## src/ssc_pkg.sv

```systemverilog
package ssc_pkg;

    // Fixed field widths
    localparam int TARGET_W = 10;
    localparam int ELEM_W   = 16;
    localparam int OUT_W    = 32;

    // Defaults for the top-level parameters
    localparam int MAX_SUM_DEF     = 1023;
    localparam int COUNT_WIDTH_DEF = 32;

    // Widest count the clamp logic handles
    localparam int COUNT_W_MAX = 64;

endpackage

```

## src/ssc_seq.sv

```systemverilog
// Sequencer: clear sweep, per-word table walk, result fetch.
module ssc_seq #(
    parameter int MAX_SUM = ssc_pkg::MAX_SUM_DEF,
    parameter int AW      = $clog2(ssc_pkg::MAX_SUM_DEF + 1),
    parameter int COUNT_W = ssc_pkg::COUNT_WIDTH_DEF
) (
    input  logic                          aclk,
    input  logic                          aresetn,
    input  logic                          s_valid,
    output logic                          s_ready,
    input  logic [ssc_pkg::ELEM_W-1:0]    elem,
    input  logic                          last,
    input  logic [ssc_pkg::TARGET_W-1:0]  target,
    input  logic                          out_free,
    output logic                          res_valid,
    output logic [ssc_pkg::OUT_W-1:0]     res_count,
    output logic                          res_sat,
    output logic                          rd_en,
    output logic [AW-1:0]                 rd_addr_a,
    output logic [AW-1:0]                 rd_addr_b,
    input  logic [COUNT_W-1:0]            rd_data_a,
    input  logic [COUNT_W-1:0]            rd_data_b,
    output logic                          wr_en,
    output logic [AW-1:0]                 wr_addr,
    output logic [COUNT_W-1:0]            wr_data
);

    typedef enum logic [2:0] {
        ST_CLEAR,
        ST_IDLE,
        ST_RUN,
        ST_DRAIN,
        ST_FETCH,
        ST_WAITRD
    } state_t;

    state_t                      state_reg, state_next;
    logic [AW-1:0]               clr_reg, clr_next;
    logic [AW-1:0]               hi_reg, hi_next;
    logic [ssc_pkg::ELEM_W-1:0]  v_reg, v_next;
    logic                        last_reg, last_next;
    logic [AW-1:0]               t_reg, t_next;
    logic [AW-1:0]               s_reg, s_next;
    logic                        p_vld_reg, p_vld_next;
    logic [AW-1:0]               p_addr_reg, p_addr_next;
    logic                        sat_reg, sat_next;

    logic [AW-1:0]               t_eff;
    logic                        fits;
    logic [COUNT_W:0]            sum_wide;
    logic                        ovf;
    logic [ssc_pkg::COUNT_W_MAX-1:0] count_ext;
    logic                        clamp;

    assign t_eff = (32'(target) > 32'(MAX_SUM)) ? AW'(MAX_SUM) : AW'(target);
    assign fits  = (32'(elem) <= 32'(t_eff));

    // saturating add in the write stage
    assign sum_wide = {1'b0, rd_data_a} + {1'b0, rd_data_b};
    assign ovf      = sum_wide[COUNT_W];

    // clamp to the output width
    assign count_ext = ssc_pkg::COUNT_W_MAX'(rd_data_a);
    assign clamp     = |count_ext[ssc_pkg::COUNT_W_MAX-1:ssc_pkg::OUT_W];

    assign s_ready   = (state_reg == ST_IDLE);
    assign res_valid = (state_reg == ST_WAITRD) && out_free;
    assign res_count = clamp ? '1 : count_ext[ssc_pkg::OUT_W-1:0];
    assign res_sat   = sat_reg | clamp;

    assign rd_en     = (state_reg == ST_RUN) || (state_reg == ST_FETCH);
    assign rd_addr_a = (state_reg == ST_FETCH) ? t_reg : s_reg;
    assign rd_addr_b = s_reg - AW'(v_reg);
    assign wr_en     = (state_reg == ST_CLEAR) || p_vld_reg;
    assign wr_addr   = (state_reg == ST_CLEAR) ? clr_reg : p_addr_reg;
    // sweep writes the cleared value: one at sum 0, zero elsewhere
    assign wr_data   = (state_reg == ST_CLEAR) ? ((clr_reg == '0) ? COUNT_W'(1) : '0)
                                               : (ovf ? '1 : sum_wide[COUNT_W-1:0]);

    always_comb begin
        state_next  = state_reg;
        clr_next    = clr_reg;
        hi_next     = hi_reg;
        v_next      = v_reg;
        last_next   = last_reg;
        t_next      = t_reg;
        s_next      = s_reg;
        p_vld_next  = 1'b0;
        p_addr_next = p_addr_reg;
        sat_next    = sat_reg | (p_vld_reg & ovf);

        unique case (state_reg)
            ST_CLEAR: begin
                clr_next = clr_reg + AW'(1);
                // entries above the highest walked target were never written
                if (clr_reg == hi_reg) begin
                    clr_next   = '0;
                    hi_next    = '0;
                    state_next = ST_IDLE;
                end
            end
            ST_IDLE: begin
                if (s_valid) begin
                    v_next    = elem;
                    last_next = last;
                    t_next    = t_eff;
                    s_next    = t_eff;
                    if (fits) begin
                        if (t_eff > hi_reg) begin
                            hi_next = t_eff;
                        end
                        state_next = ST_RUN;
                    end else if (last) begin
                        state_next = ST_FETCH;
                    end
                end
            end
            ST_RUN: begin
                p_vld_next  = 1'b1;
                p_addr_next = s_reg;
                if (s_reg == AW'(v_reg)) begin
                    state_next = ST_DRAIN;
                end else begin
                    s_next = s_reg - AW'(1);
                end
            end
            ST_DRAIN: begin
                state_next = last_reg ? ST_FETCH : ST_IDLE;
            end
            ST_FETCH: begin
                state_next = ST_WAITRD;
            end
            ST_WAITRD: begin
                if (out_free) begin
                    sat_next   = 1'b0;
                    state_next = ST_CLEAR;
                end
            end
            default: begin
                state_next = ST_CLEAR;
            end
        endcase
    end

    always_ff @(posedge aclk) begin
        if (!aresetn) begin
            state_reg <= ST_CLEAR;
            clr_reg   <= '0;
            hi_reg    <= AW'(MAX_SUM);
            p_vld_reg <= 1'b0;
            sat_reg   <= 1'b0;
        end else begin
            state_reg <= state_next;
            clr_reg   <= clr_next;
            hi_reg    <= hi_next;
            p_vld_reg <= p_vld_next;
            sat_reg   <= sat_next;
        end
        v_reg      <= v_next;
        last_reg   <= last_next;
        t_reg      <= t_next;
        s_reg      <= s_next;
        p_addr_reg <= p_addr_next;
    end

endmodule

```

## config.mk

```make
export PLATFORM = sky130hd
export DESIGN_NAME = ssc_seq
export DESIGN_NICKNAME = d
export VERILOG_FILES = /design/src/ssc_pkg.sv /design/src/ssc_seq.sv
export SDC_FILE = /design/constraint.sdc
export NUM_CORES = 1
export LEC_CHECK = 0
export ABC_CLOCK_PERIOD_IN_PS = 2800
export BUFFER_PORTS_ARGS = -buffer_cell sky130_fd_sc_hd__buf_4
export CORE_UTILIZATION = 53
export DETAILED_ROUTE_END_ITERATION = 7
export MAX_ROUTING_LAYER = met4
export PLACE_DENSITY = 0.83
export RECOVER_POWER = 50
export SLEW_MARGIN = 20
export SYNTH_ARGS = -nofsm -noshare
export SYNTH_HDL_FRONTEND = slang
export SYNTH_SLANG_ARGS = --single-unit
```

## constraint.sdc

```tcl
create_clock -name aclk -period 2.8 [get_ports aclk]
set_input_delay 0 -clock aclk [delete_from_list [all_inputs] [get_ports aclk]]
set_output_delay 0 -clock aclk [all_outputs]
set_load 0.005 [all_outputs]
```

# Yosys cells after proc, flatten, opt, wreduce, memory -nomap -nowiden

Cells that the tools add are included.
Widths: inputs -> output; s select.

Flip-flop bits (word level): 66
Input port bits: 95
Output and inout bits: 99
Word-level logic and storage cells: 69

$add $sub $neg: 4
Magnitude comparators: 2
Eq/ne operators: 15
Muxes and demuxes: 25
Bitwise logic cells: 2
Reductions and logical operators: 11

Operators with widths:

| kind                  | number |
|---|---|
| $mux 10               | 9 |
| $mux 32               | 2 |
| $pmux 10 s2           | 2 |
| $add 32x32->33        | 1 |
| $mux 3                | 7 |
| $eq 10x10->1          | 2 |
| $pmux 3 s6            | 1 |
| $le 16x10->1          | 1 |
| $add 10x1->10 const B | 1 |
| $gt 10x10->1          | 1 |
| $logic_not 10->1      | 1 |
| $reduce_and 5->1      | 2 |
| $sub 10x1->10 const B | 1 |
| $sub 10x10->10        | 1 |
| $ne 2x1->1 const B    | 4 |
| $eq 3x2->1 const B    | 2 |
| $eq 3x3->1 const B    | 2 |
| $ne 2x2->1 const B    | 3 |
| $mux 1                | 4 |
| $reduce_bool 2->1     | 2 |
| $eq 3x1->1 const B    | 1 |
| $logic_not 3->1       | 1 |
| $ne 3x1->1 const B    | 1 |
| $reduce_and 3->1      | 1 |
| 5 further kinds       | 6 |

# Logic depth before layout (Yosys ltp)

Depth in word-level cells: 5
Gate-level depth with buffers: 12
Gate-level depth less buffers: 11

# Least setup slack after synthesis

Ideal clock, no wire load.

Kind: input port to output port
Start point: input rd_data_a[0]
End point: output wr_data[30]
Arrival: 2.182 ns
Data required time: 2.800 ns
Setup slack: 0.618 ns
Stages on the path: 12
Path buffers: 1
Cells stage by stage: ha_1 fa_1 a211oi_1 o21ai_1 a21oi_1 a21oi_2 o211ai_2 a31o_1 buf_4 nand2_1 or3_1 and3_1

Cells in the longest elaborated chain, start to end: 3

RTL lines:

| what            | RTL line      | text |
|---|---|---|
| start, declared | ssc_seq.sv:21 | `input logic [COUNT_W-1:0] rd_data_a,` |
| $add 32x32->33  | ssc_seq.sv:59 | `assign sum_wide = {1'b0, rd_data_a} + {1'b0, rd_data_b};` |
| $mux 32         | ssc_seq.sv:78 | `: (ovf ? '1 : sum_wide[COUNT_W-1:0]);` |
| $mux 32         | ssc_seq.sv:77 | `assign wr_data = (state_reg == ST_CLEAR) ? ((clr_reg == '0) ? COUNT_W'(1) : '0)` |
| end, declared   | ssc_seq.sv:25 | `output logic [COUNT_W-1:0] wr_data` |

No other way between the ends.

# Worst setup path after layout

Start point: register v_reg[1] in the netlist's numbering
End point: output rd_addr_b[9]

Cells in the longest elaborated chain, start to end: 1

RTL lines:

| what                   | RTL line       | text |
|---|---|---|
| start, declared        | ssc_seq.sv:40  | `logic [ssc_pkg::ELEM_W-1:0] v_reg, v_next;` |
| start signal, assigned | ssc_seq.sv:159 | `v_reg <= v_next;` |
| $sub 10x10->10         | ssc_seq.sv:73  | `assign rd_addr_b = s_reg - AW'(v_reg);` |
| end, declared          | ssc_seq.sv:20  | `output logic [AW-1:0] rd_addr_b,` |

No other way between the ends.

==> qor.yml <==
outcome: "finished, final reports clean"
whs_path_depth: 3
drc: 0
arrival_ps: 2780
syn_avg_cell_area_um2: 8.54
power_w: 0.00307
via_count: 6068
synth_area_leaders: "edfxtp_1 (20%), ha_1 (13%), dfxtp_1 (8.3%), a21oi_1 (5.9%), nand2_1 (4.7%)"
yosysTopAreaCell: "edfxtp_1"
port_buffers: 193
drv_cap: 0
holdCritPathClass: "in2reg"
cts.sinks: 66
globalRouteTotalUtil: 0.305
min_period_ps: 2780
hold_end: "res_sat"
rsz0062_at_grt: "true"
synth-edff-count: 41
syn_inst: 708
cp_max_fo: 3
ys_seq_area_frac: 0.287
grt_pass1_wl_mm: 27.3
rows: 38
die_area_um2: 11800
fin_crit_sh: 0.994
seqCellArea_um2: 1730
cts-root-buf: "clkbuf_16"
drt_iter0_drc: 359
multi_input_comb_area_um2: 3840
areaGrowthSynthToFinish_pct: 31.7
syn-num-nets: 869
r2r_setup_slack_ps: 260
drt_pass1_iterations: 5
ant_nets: 0
post_dp_cell_area_um2: 7410
wl_per_cell_um: 17.1
vias_per_cell: 5.85
cts_tree: "done"
ys.flop_type: "edfxtp_1"
dp_slack_ps: 153
final_util: 0.725
cp.required_ps: 2800
io_pins: 194
layout_common_cells: "buf_4 (152), nand2_1 (76), a21oi_1 (70)"
hold_viol: 0
max_slew_margin: 0.593
yosysTopAreaCellShare: 0.204
antenna_found_initial: 0
synthDistinctLibCells: 70
setup_violations: 0
cts_buffers: 9
drive_above_1_share: 0.272
max-vdd-ir-drop_mv: 0.345
syn-cell-area_um2: 6040
die_w_um: 109
clk_latency_ps: 330
path_class: "reg2out"
yosysWarnings: 0
core_area_um2: 11000
async_reset_ff_frac: 0
gp_congestion: 0.934
p_per_area_nw_per_um2: 385
die_y_um: 109
fmax_ghz: 0.359
grt_pass1_vias: 5761
clk_pin_slew_ps: 50
final_area_um2: 7960
tightest_slew_ps: 605
layout_commonest_cell: "buf_4"
r2r_start: "s_reg[7]"
grt_max_degree: 48
antenna_cells: 0
initial_core_util: 0.550
regToRegEndpoint: "state_reg[0]"
p_leak_nw: 3.70
grt.overflow.total: 0
cp-end-kind: "output port"
cts_max_level: 3
cts_max_path_buffers: 2
hp-start: "out_free"
slew_viol_final: 0
synth_seq_cells: 66
routed_wl_mm: 17.7
cp-start-kind: "register"
nFillCells: 824
place_hpwl_mm: 13.3
finClkSkew_ps: 5.02
reg2reg_depth: 7
final_nets: 1054
worst_slack_ps: 16.4
-- power breakdown --
part / internal (W) / switching, W / leakage [nW]
combinational: 0.000349 / 0.000408 / 2.97
clock: 0.000868 / 0.000401 / 0.160
sequential: 0.00103 / 0.00000646 / 0.571
total: 0.00225 / 0.000816 / 3.70
-- critical path: stages (launching register included) --
cell      delay, ps
edfxtp_1        420
inv_2           100
ha_4            200
nor2b_1         140
o21ai_2         170
a21boi_2        110
o21ai_2         160
nand2b_1         90
a21o_1          180
a21o_1          210
or4_1           420
nand3_1         120
buf_4           120
-- cell families (layout without fill, tap and decap cells) --
family | Yosys count | in the layout | synth area share
and+or+nand+nor | 209 | 209 | 0.168
AOI/OAI and AO/OA | 201 | 201 | 0.223
buffers and inverters | 99 | 289 | 0.0832
adders and majority gates | 66 | 66 | 0.139
DFF | 66 | 66 | 0.287
xor gates and xnor gates | 59 | 59 | 0.0855
muxes | 8 | 8 | 0.0149
-- synthesized netlist by cell type, types with 3 or more instances --
library cell   n
nand2_1       76
a21oi_1       71
ha_1          64
inv_1         43
nor2_1        43
edfxtp_1      41
buf_4         33
xor2_1        32
o21ai_0       28
xnor2_1       27
dfxtp_1       25
a21o_1        20
clkbuf_1      16
nand4_1       15
nor2b_1       11
o21ai_1       11
nand3_1       10
and2_1         9
a22oi_1        8
and3_1         8
mux2_2         8
nand2b_1       8
a31oi_1        7
nor3_1         7
a211oi_1       6
a21oi_2        6
buf_2          6
o21a_1         6
a221o_1        4
nor4_1         4
nor3b_1        3
o211ai_1       3
o211ai_2       3
or2_2          3
or3_1          3
-- what timing repair did --
action / CTS / global route
setup buffers: 3 / 2
hold endpoints to repair: 31 / 0
gates resized for setup: 4 / 2
hold buffers: 22 / 0
endpoints found under the setup margin: 1 / 32
pin swaps: 3 / 3
-- worst max-delay path by stage --
| stage | from | endpoint | slack, ps |
|---|---|---|---|
| after floorplan | rd_data_a[0] | wr_data[30] | 620 |
| after global placement | rd_data_a[0] | wr_data[30] | 190 |
| after detailed placement | rd_data_a[0] | wr_data[30] | 150 |
| after CTS | v_reg[1] | rd_addr_b[9] | 2 |
| after global routing | v_reg[1] | rd_addr_b[9] | -20 |
| final | v_reg[1] | rd_addr_b[9] | 20 |
-- layer usage --
| metal | vias to the layer above | track usage | part of all wire |
|---|---|---|---|
| met1 | 2854 | 0.354 | 0.40 |
| li1 | 2890 | - | - |
| met4 | 0 | 0.111 | 0.017 |
| met3 | 29 | 0.0377 | 0.068 |
| met2 | 295 | 0.538 | 0.51 |
| met5 | - | - | 0 |
-- metrics by stage --
step / cells / setup TNS (ps) / hold slack (ps)
final: 1038 / 0 / 66.5
after floorplan: 708 / 0 / 80.8
after global placement: 995 / 0 / 178
after detailed placement: 995 / 0 / 180
after CTS: 1036 / 0 / 60.7
after global routing: 1038 / -22.4 / 75.1
-- final cells by class --
cell class              instances  share of cell area
well taps                     140              0.0220
multi-input cells             543               0.483
clock inverters                 5              0.0129
clock buffers                  11              0.0292
flip-flops and latches         66               0.218
repair buffers                230               0.215
inverters                      43              0.0203
Note: power is estimated with default switching activity, not from simulation.
